## src/rtl/core/prm_pkg.sv

```systemverilog
`timescale 1ns / 1ps

package prm_pkg;

  // Widths fixed by the register map and the stream payload
  localparam int unsigned PatMaxDef = 16;
  localparam int unsigned ByteW     = 8;
  localparam int unsigned PatW      = 128;
  localparam int unsigned CfgW      = 64;
  localparam int unsigned AddrW     = 5;
  localparam int unsigned LenW      = 5;

  localparam logic [ByteW-1:0] MarkerReset = 8'h2A;
  localparam logic [LenW-1:0]  LenReset    = 5'd1;

  // Register index, taken from paddr[4:3]
  typedef enum logic [1:0] {
    RegPatLo  = 2'd0,
    RegPatHi  = 2'd1,
    RegPatLen = 2'd2,
    RegMarker = 2'd3
  } reg_idx_e;

  typedef enum logic {
    StIdle,
    StScan
  } state_e;

  // Controller to datapath
  typedef struct packed {
    logic load;
    logic emit_mark;
    logic emit_head;
  } dp_cmd_t;

  // Datapath to controller
  typedef struct packed {
    logic empty;
    logic full;
    logic match;
    logic last;
    logic slot_free;
  } dp_sts_t;

endpackage

```

## src/rtl/core/prm_regs.sv

```systemverilog
`timescale 1ns / 1ps

module prm_regs import prm_pkg::*; (
  input  logic             clk_i,
  input  logic             rst_ni,
  input  logic             psel,
  input  logic             penable,
  input  logic             pwrite,
  input  logic [AddrW-1:0] paddr,
  input  logic [CfgW-1:0]  pwdata,
  output logic [CfgW-1:0]  prdata,
  output logic             pready,
  output logic [PatW-1:0]  pattern_o,
  output logic [LenW-1:0]  pattern_length_o,
  output logic [ByteW-1:0] marker_o
);

  logic [CfgW-1:0]  pat_lo_q;
  logic [CfgW-1:0]  pat_hi_q;
  logic [LenW-1:0]  len_q;
  logic [ByteW-1:0] marker_q;
  logic             wr_en;
  reg_idx_e         idx;

  assign pready = 1'b1;
  assign wr_en  = psel & penable & pwrite & pready;
  assign idx    = reg_idx_e'(paddr[4:3]);

  // Write the addressed register on the access beat
  always_ff @(posedge clk_i or negedge rst_ni) begin
    if (!rst_ni) begin
      pat_lo_q <= '0;
      pat_hi_q <= '0;
      len_q    <= LenReset;
      marker_q <= MarkerReset;
    end else if (wr_en) begin
      case (idx)
        RegPatLo:  pat_lo_q <= pwdata;
        RegPatHi:  pat_hi_q <= pwdata;
        RegPatLen: len_q    <= pwdata[LenW-1:0];
        RegMarker: marker_q <= pwdata[ByteW-1:0];
        default: ;
      endcase
    end
  end

  // Read back
  always_comb begin
    case (idx)
      RegPatLo:  prdata = pat_lo_q;
      RegPatHi:  prdata = pat_hi_q;
      RegPatLen: prdata = {{(CfgW-LenW){1'b0}}, len_q};
      RegMarker: prdata = {{(CfgW-ByteW){1'b0}}, marker_q};
      default:   prdata = '0;
    endcase
  end

  assign pattern_o        = {pat_hi_q, pat_lo_q};
  assign pattern_length_o = len_q;
  assign marker_o         = marker_q;

endmodule

```

## src/rtl/core/prm_datapath.sv

```systemverilog
`timescale 1ns / 1ps

module prm_datapath import prm_pkg::*; #(
  parameter  int unsigned PatMax = PatMaxDef,
  localparam int unsigned CntW   = $clog2(PatMax + 1),
  localparam int unsigned IdxW   = (PatMax > 1) ? $clog2(PatMax) : 1
) (
  input  logic             clk_i,
  input  logic             rst_ni,
  input  dp_cmd_t          cmd_i,
  output dp_sts_t          sts_o,
  input  logic [ByteW-1:0] text_byte_i,
  input  logic             text_last_i,
  input  logic [PatW-1:0]  pattern_i,
  input  logic [LenW-1:0]  pattern_length_i,
  input  logic [ByteW-1:0] marker_i,
  input  logic             out_ready_i,
  output logic             out_valid_o,
  output logic [ByteW-1:0] out_byte_o,
  output logic             out_is_marker_o,
  output logic             out_last_o
);

  logic [ByteW-1:0] buf_q [PatMax];
  logic [ByteW-1:0] buf_d [PatMax];
  logic [CntW-1:0]  cnt_q, cnt_d;
  logic             last_q, last_d;
  logic             out_valid_q, out_valid_d;
  logic [ByteW-1:0] out_byte_q, out_byte_d;
  logic             out_mark_q, out_mark_d;
  logic             out_last_q, out_last_d;

  logic [LenW-1:0]  len_clip;
  logic [CntW-1:0]  len;
  logic [CntW-1:0]  cmp;
  logic [CntW-1:0]  sh;
  logic             match;
  logic             full;
  logic             emit;
  logic             slot_free;

  // Clamp the configured length to 1..PatMax
  always_comb begin
    len_clip = pattern_length_i;
    if (len_clip == '0) begin
      len_clip = LenW'(1);
    end else if (len_clip > LenW'(PatMax)) begin
      len_clip = LenW'(PatMax);
    end
  end
  assign len = CntW'(len_clip);
  assign cmp = (cnt_q < len) ? cnt_q : len;

  // Compare the held prefix with the pattern, all positions at once
  always_comb begin
    match = 1'b1;
    for (int i = 0; i < PatMax; i++) begin
      if (CntW'(i) < cmp && buf_q[i] != pattern_i[ByteW*i +: ByteW]) begin
        match = 1'b0;
      end
    end
  end
  assign full = match && (cnt_q >= len);

  assign emit      = cmd_i.emit_mark | cmd_i.emit_head;
  assign sh        = cmd_i.emit_mark ? len : CntW'(1);
  assign slot_free = !out_valid_q || out_ready_i;

  // Append a byte, or drop the emitted bytes from the front
  always_comb begin
    logic [CntW:0] src;
    src   = '0;
    buf_d = buf_q;
    cnt_d = cnt_q;
    last_d = last_q;
    if (cmd_i.load) begin
      for (int i = 0; i < PatMax; i++) begin
        if (cnt_q == CntW'(i)) begin
          buf_d[i] = text_byte_i;
        end
      end
      cnt_d  = cnt_q + CntW'(1);
      last_d = text_last_i;
    end else if (emit) begin
      for (int i = 0; i < PatMax; i++) begin
        src = (CntW+1)'(i) + {1'b0, sh};
        if (src < (CntW+1)'(PatMax)) begin
          buf_d[i] = buf_q[src[IdxW-1:0]];
        end
      end
      cnt_d = cnt_q - sh;
    end
  end

  // Output register: load on emit, clear once taken
  always_comb begin
    out_valid_d = out_valid_q;
    out_byte_d  = out_byte_q;
    out_mark_d  = out_mark_q;
    out_last_d  = out_last_q;
    if (emit) begin
      out_valid_d = 1'b1;
      out_byte_d  = cmd_i.emit_mark ? marker_i : buf_q[0];
      out_mark_d  = cmd_i.emit_mark;
      out_last_d  = last_q && (cnt_q == sh);
    end else if (out_ready_i) begin
      out_valid_d = 1'b0;
    end
  end

  always_ff @(posedge clk_i or negedge rst_ni) begin
    if (!rst_ni) begin
      cnt_q       <= '0;
      last_q      <= 1'b0;
      out_valid_q <= 1'b0;
    end else begin
      cnt_q       <= cnt_d;
      last_q      <= last_d;
      out_valid_q <= out_valid_d;
    end
  end

  always_ff @(posedge clk_i) begin
    buf_q      <= buf_d;
    out_byte_q <= out_byte_d;
    out_mark_q <= out_mark_d;
    out_last_q <= out_last_d;
  end

  assign sts_o.empty     = (cnt_q == '0);
  assign sts_o.full      = full;
  assign sts_o.match     = match;
  assign sts_o.last      = last_q;
  assign sts_o.slot_free = slot_free;

  assign out_valid_o     = out_valid_q;
  assign out_byte_o      = out_byte_q;
  assign out_is_marker_o = out_mark_q;
  assign out_last_o      = out_last_q;

  // Checks
  a_cnt_range: assert property (@(posedge clk_i) disable iff (!rst_ni)
    cnt_q <= CntW'(PatMax))
    else $error("pending count beyond buffer depth");

  a_emit_slot: assert property (@(posedge clk_i) disable iff (!rst_ni)
    emit |-> slot_free)
    else $error("emit while output register is occupied");

  a_one_cmd: assert property (@(posedge clk_i) disable iff (!rst_ni)
    !(cmd_i.load && emit) && !(cmd_i.emit_mark && cmd_i.emit_head))
    else $error("conflicting datapath commands");

  a_mark_full: assert property (@(posedge clk_i) disable iff (!rst_ni)
    cmd_i.emit_mark |-> full)
    else $error("marker emitted without a full match");

  a_last_empty: assert property (@(posedge clk_i) disable iff (!rst_ni)
    (emit && out_last_d) |=> (cnt_q == '0))
    else $error("final beat left bytes pending");

endmodule

```

## src/rtl/core/prm_ctrl.sv

```systemverilog
`timescale 1ns / 1ps

module prm_ctrl import prm_pkg::*; (
  input  logic    clk_i,
  input  logic    rst_ni,
  input  logic    in_valid_i,
  output logic    in_ready_o,
  input  dp_sts_t sts_i,
  output dp_cmd_t cmd_o
);

  state_e state_q, state_d;

  always_ff @(posedge clk_i or negedge rst_ni) begin
    if (!rst_ni) begin
      state_q <= StIdle;
    end else begin
      state_q <= state_d;
    end
  end

  // Take a byte, then resolve the pending buffer one beat at a time
  always_comb begin
    state_d    = state_q;
    cmd_o      = '0;
    in_ready_o = 1'b0;
    case (state_q)
      StIdle: begin
        in_ready_o = 1'b1;
        if (in_valid_i) begin
          cmd_o.load = 1'b1;
          state_d    = StScan;
        end
      end
      StScan: begin
        if (sts_i.empty) begin
          state_d = StIdle;
        end else if (sts_i.full) begin
          cmd_o.emit_mark = sts_i.slot_free;
        end else if (!sts_i.match || sts_i.last) begin
          // mismatch, or final flush: release the oldest byte
          cmd_o.emit_head = sts_i.slot_free;
        end else begin
          // partial match, hold for more text
          state_d = StIdle;
        end
      end
      default: state_d = StIdle;
    endcase
  end

endmodule

```

## src/rtl/core/pattern_replace_with_marker.sv

```systemverilog
`timescale 1ns / 1ps

// Streaming find-and-replace. Text bytes enter on the s_axis channel, one per
// beat, with tlast on the final byte of a text. Each leftmost, non-overlapping
// occurrence of the configured pattern (1 to PatMax bytes) leaves on m_axis as
// one marker byte with tuser high; every other byte leaves unchanged with
// tuser low. Bytes that may still begin a match are held internally, so an
// input beat yields zero or more output beats. The final input byte flushes
// everything held, and tlast marks the last output beat of that text.
// Registers on the APB port (64-bit, at 8*i): pattern bytes 0-7, pattern
// bytes 8-15, pattern length, marker byte. Write them while the block is idle;
// held bytes are checked against the new pattern when the next byte arrives.
// Timing: one byte is worked at a time. A byte is accepted in the idle state;
// the scan state then issues the output beats one at a time, and returns to
// idle once nothing is held or only a partial match is left. A marker beat
// drops the whole matched pattern from the buffer, any other beat one byte.
// A stalled m_axis_tready holds the output register and pauses the scan.
// Reset clears the held bytes, sets length 1 and marker '*'.
module pattern_replace_with_marker import prm_pkg::*; #(
  parameter int unsigned PatMax = PatMaxDef
) (
  input  logic             clk_i,
  input  logic             rst_ni,
  // APB configuration
  input  logic             psel,
  input  logic             penable,
  input  logic             pwrite,
  input  logic [AddrW-1:0] paddr,
  input  logic [CfgW-1:0]  pwdata,
  output logic [CfgW-1:0]  prdata,
  output logic             pready,
  // Text in
  input  logic             s_axis_tvalid,
  output logic             s_axis_tready,
  input  logic [7:0]       s_axis_tdata,   // [7:0] text_byte
  input  logic             s_axis_tlast,   // text_last
  // Text out
  output logic             m_axis_tvalid,
  input  logic             m_axis_tready,
  output logic [7:0]       m_axis_tdata,   // [7:0] out_byte
  output logic             m_axis_tuser,   // [0] out_is_marker
  output logic             m_axis_tlast    // out_last
);

  logic [PatW-1:0]  pattern;
  logic [LenW-1:0]  pattern_length;
  logic [ByteW-1:0] marker;
  dp_cmd_t          cmd;
  dp_sts_t          sts;

  prm_regs u_regs (
    .clk_i            (clk_i),
    .rst_ni           (rst_ni),
    .psel             (psel),
    .penable          (penable),
    .pwrite           (pwrite),
    .paddr            (paddr),
    .pwdata           (pwdata),
    .prdata           (prdata),
    .pready           (pready),
    .pattern_o        (pattern),
    .pattern_length_o (pattern_length),
    .marker_o         (marker)
  );

  prm_ctrl u_ctrl (
    .clk_i      (clk_i),
    .rst_ni     (rst_ni),
    .in_valid_i (s_axis_tvalid),
    .in_ready_o (s_axis_tready),
    .sts_i      (sts),
    .cmd_o      (cmd)
  );

  prm_datapath #(
    .PatMax (PatMax)
  ) u_datapath (
    .clk_i            (clk_i),
    .rst_ni           (rst_ni),
    .cmd_i            (cmd),
    .sts_o            (sts),
    .text_byte_i      (s_axis_tdata),
    .text_last_i      (s_axis_tlast),
    .pattern_i        (pattern),
    .pattern_length_i (pattern_length),
    .marker_i         (marker),
    .out_ready_i      (m_axis_tready),
    .out_valid_o      (m_axis_tvalid),
    .out_byte_o       (m_axis_tdata),
    .out_is_marker_o  (m_axis_tuser),
    .out_last_o       (m_axis_tlast)
  );

endmodule

```

## config.mk

```make
export PLATFORM = sky130hd
export DESIGN_NAME = pattern_replace_with_marker
export DESIGN_NICKNAME = d
export VERILOG_FILES = /design/src/rtl/core/prm_pkg.sv /design/src/rtl/core/prm_regs.sv /design/src/rtl/core/prm_datapath.sv /design/src/rtl/core/prm_ctrl.sv /design/src/rtl/core/pattern_replace_with_marker.sv
export SDC_FILE = /design/constraint.sdc
export NUM_CORES = 1
export LEC_CHECK = 0
export ABC_AREA = 1
export ABC_CLOCK_PERIOD_IN_PS = 10380
export CELL_PAD_IN_SITES_DETAIL_PLACEMENT = 1
export CELL_PAD_IN_SITES_GLOBAL_PLACEMENT = 2
export CORE_MARGIN = 2
export CORE_UTILIZATION = 25
export CTS_BUF_LIST = sky130_fd_sc_hd__clkbuf_8
export DETAILED_ROUTE_END_ITERATION = 8
export DONT_BUFFER_PORTS = 1
export HOLD_SLACK_MARGIN = 0.08
export PLACE_DENSITY_LB_ADDON = 0.1
export SYNTH_ARGS = -nofsm -noshare
export SYNTH_HDL_FRONTEND = slang
export SYNTH_SLANG_ARGS = --single-unit
```

## constraint.sdc

```tcl
create_clock -name clk_i -period 10.38 [get_ports clk_i]
set_input_delay 2.076 -clock clk_i [delete_from_list [all_inputs] [get_ports clk_i]]
set_output_delay 2.076 -clock clk_i [all_outputs]
set_load 0.01 [all_outputs]
```

==> results.yml <==
timing:
  worstMarginPinSlew_ns: 1.340
  finClkSkew_ns: 0.03302
  worst_slew_margin_rel_pct: 10.63
  setup_viol: 0
  slew_violations: 0
  final.min_clock_period_ns: 6.855
  fmax_mhz: 145.9
  period_share_pct: 66.04
  hold_viol: 0
  fin_setup_tns_ns: 0
  rsz0062_at_grt: "false"
hold_path:
  min_from: "u_regs.pattern_length_o[1]"
  hold_depth: 2
  worstHoldPathType: "flip-flop to flip-flop"
  whs_endpoint: "u_regs.pattern_length_o[1]"
clock_network:
  root_buffer: "clkbuf_8"
  cts_resized: 0
  clock_latency_ns: 0.67
  cts_tree: "yes"
  cts_setup_buffers: 0
  numCtsBuffers: 66
  cts_buffer_depth: 3
  clock_sinks: 287
  clk_pin_slew_ns: 0.06
  hold_buffers: 0
  cts_htree_levels: 3
drt:
  wirelength_um: 115300
  ant_nets: 0
  drc: 0
  vias: 21731
  via_per_inst: 5.599
  drtIter0Drc: 1706
  wl_per_cell_um: 29.70
  firstDrtPassIters: 5
yosys:
  synthTopCellsByCount: "nand3_1, nand2_1, o21ai_0"
  async_reset_ff_share_pct: 51.92
  synthCells: 2835
  synth_ff_type: "dfrtp_1"
  yosysMostFrequentCell: "nand3_1"
  syn_nets: 2947
  synth_edf_count: 138
  postSynthAreaPerCell_um2: 7.348
  ys_seq_area_share_pct: 37.82
  synthTopCellsByArea: "nand3_1, edfxtp_1, dfrtp_1"
  ys_ff_latch: 287
  synth_warnings: 0
  ys_types: 50
  synth.largest_area_cell: "nand3_1"
  netlist.area_leader.share_pct: 23.91
  synthesis.area_um2: 20830
power:
  power_density_nw_per_um2: 301.4
  ir_worst_vdd_mv: 0.1407
  power_mw: 6.935
  leakagePower_nw: 9.936
final_layout:
  layout-drive-gt1-share_pct: 9.230
  num-nets-final: 2867
  area_growth_pct: 10.47
  final_util_pct: 27.98
  fill_cells: 9914
global_routing:
  grt_pass1_vias: 22195
  antenna_found_initial: 3
  track_usage_pct: 26.51
  grt_overflow_total: 0
  grt_pass1_wl_um: 163600
  grt_max_degree: 150
floorplan:
  ios: 162
  die_x_um: 292.7
  dieArea_um2: 85650
  rows: 105
  coreArea_um2: 82240
  die_y_um: 292.7
  initial_utilization_pct: 25.33
worst_setup_path:
  max_stage_delay_ns: 0.85
  rrSetupSlack_ns: 3.53
  end_kind: "flip-flop"
  reg2reg_to: "u_datapath.buf_q[1]"
  crit_type: "flip-flop to flip-flop"
  reg2reg_depth: 28
  cp-start-kind: "flip-flop"
  crit_fanout: 33
  critPathRequiredTime_ns: 10.75
  cp_slowest_cell: "inv_1"
  crit_top_cell: "nand2_1"
  timing.rr.start: "u_regs.pattern_length_o[4]"
  arrival_ns: 7.22
status:
  status: "finished clean"
placed_design:
  dp_hpwl_um: 84400
  gp_congestion: 0.8747
  port-buffer-count: 0
flow_run:
  max-cap-violations: 0
[flip-flops by register name, summed over array words and instances, names as in the netlist]
name / flops
u_datapath.out_valid_o: 1
u_regs.marker_o: 8
u_datapath.cnt_q: 5
u_datapath.out_last_o: 1
u_regs.pattern_length_o: 5
u_datapath.out_byte_o: 8
u_regs.pat_hi_q: 64
u_datapath.buf_q: 128
u_datapath.last_q: 1
u_regs.pat_lo_q: 64
u_datapath.out_is_marker_o: 1
u_ctrl.state_q: 1
[cell families after synthesis]
logic type	count (synthesis)	share of synthesized area, %
simple gates	1794	40.36
buf+inv	335	6.709
flops	287	37.82
compound gates	230	6.030
xor+xnor	115	4.925
mux	46	2.487
fa+ha+maj	27	1.658
other cells	1	0.01800
[critical path, delay by kind of cell, from the launching register on]
kind                     cells  cell delay (ns)
flip-flops                   1             0.46
adder cells (fa/ha/maj)      2             0.73
buffers and inverters        4             1.67
AND/OR/NAND/NOR             22             3.66
[cell usage in the layout (no fill, tap or decap), types with 6 or more instances in the layout]
| master | netlist | final |
|---|---|---|
| a21oi_1 | 35 | 35 |
| buf_4 | 9 | 36 |
| clkbuf_8 | 0 | 78 |
| clkinv_1 | 3 | 8 |
| clkinv_2 | 1 | 12 |
| dfrtp_1 | 145 | 145 |
| edfxtp_1 | 138 | 138 |
| ha_1 | 26 | 24 |
| inv_1 | 138 | 156 |
| inv_2 | 8 | 9 |
| mux2_2 | 46 | 46 |
| nand2_1 | 589 | 586 |
| nand2_2 | 12 | 12 |
| nand2_4 | 6 | 9 |
| nand3_1 | 995 | 995 |
| nand4_1 | 83 | 83 |
| nor2_1 | 64 | 59 |
| nor2_4 | 4 | 7 |
| nor3_1 | 11 | 8 |
| o2111ai_1 | 6 | 6 |
| o21ai_0 | 154 | 154 |
| o22ai_1 | 10 | 10 |
| or2_2 | 20 | 20 |
| xnor2_1 | 73 | 73 |
| xor2_1 | 41 | 41 |
[stage by stage]
stage / area (um2) / std cells / hold WS (ns) / setup WS (ns)
floorplan: 20830 / 2835 / 0.4530 / 4.643
global placement: 21720 / 3757 / 0.4685 / 3.512
detailed placement: 21720 / 3757 / 0.4857 / 3.509
CTS: 23000 / 3876 / 0.4981 / 3.490
global route: 23010 / 3878 / 0.5381 / 3.020
finish: 23010 / 3881 / 0.4905 / 3.525
[power by group]
group,total [mW],internal (mW),switching (mW)
Sequential,2.75,1.82,0.931
Clock,1.33,0.691,0.642
Combinational,2.86,0.912,1.94
[final cells by class]
cell class                 instances  area (um2)  share of cell area (%)
multi-input combinational       2213       11660                   50.66
sequential                       287        7878                   34.23
tap                             1070        1339                   5.817
clock buffer                      78        1074                   4.665
inverter                         151       570.5                   2.479
timing repair buffer              36       270.3                   1.174
clock inverter                    41       211.5                  0.9188
antenna                            5       12.51                 0.05437
[routing by layer]
metal	GRT usage, %	wire (um)
met1	35.29	51400
met2	43.09	52850
met3	3.733	6234
met4	10.82	4796
met5	0	8
[worst max-delay path by stage]
stage / startpoint / endpoint / slack, ns
global placement: m_axis_tready / u_datapath.buf_q[114] / 3.51
floorplan: u_regs.pattern_length_o[0] / u_datapath.buf_q[40] / 4.64
global route: u_regs.pattern_length_o[4] / u_datapath.buf_q[80] / 3.02
CTS: u_regs.pattern_length_o[4] / u_datapath.buf_q[80] / 3.49
detailed placement: m_axis_tready / u_datapath.buf_q[114] / 3.51
finish: u_regs.pattern_length_o[4] / u_datapath.buf_q[1] / 3.53
No activity file was read; power rests on OpenSTA's default activity.
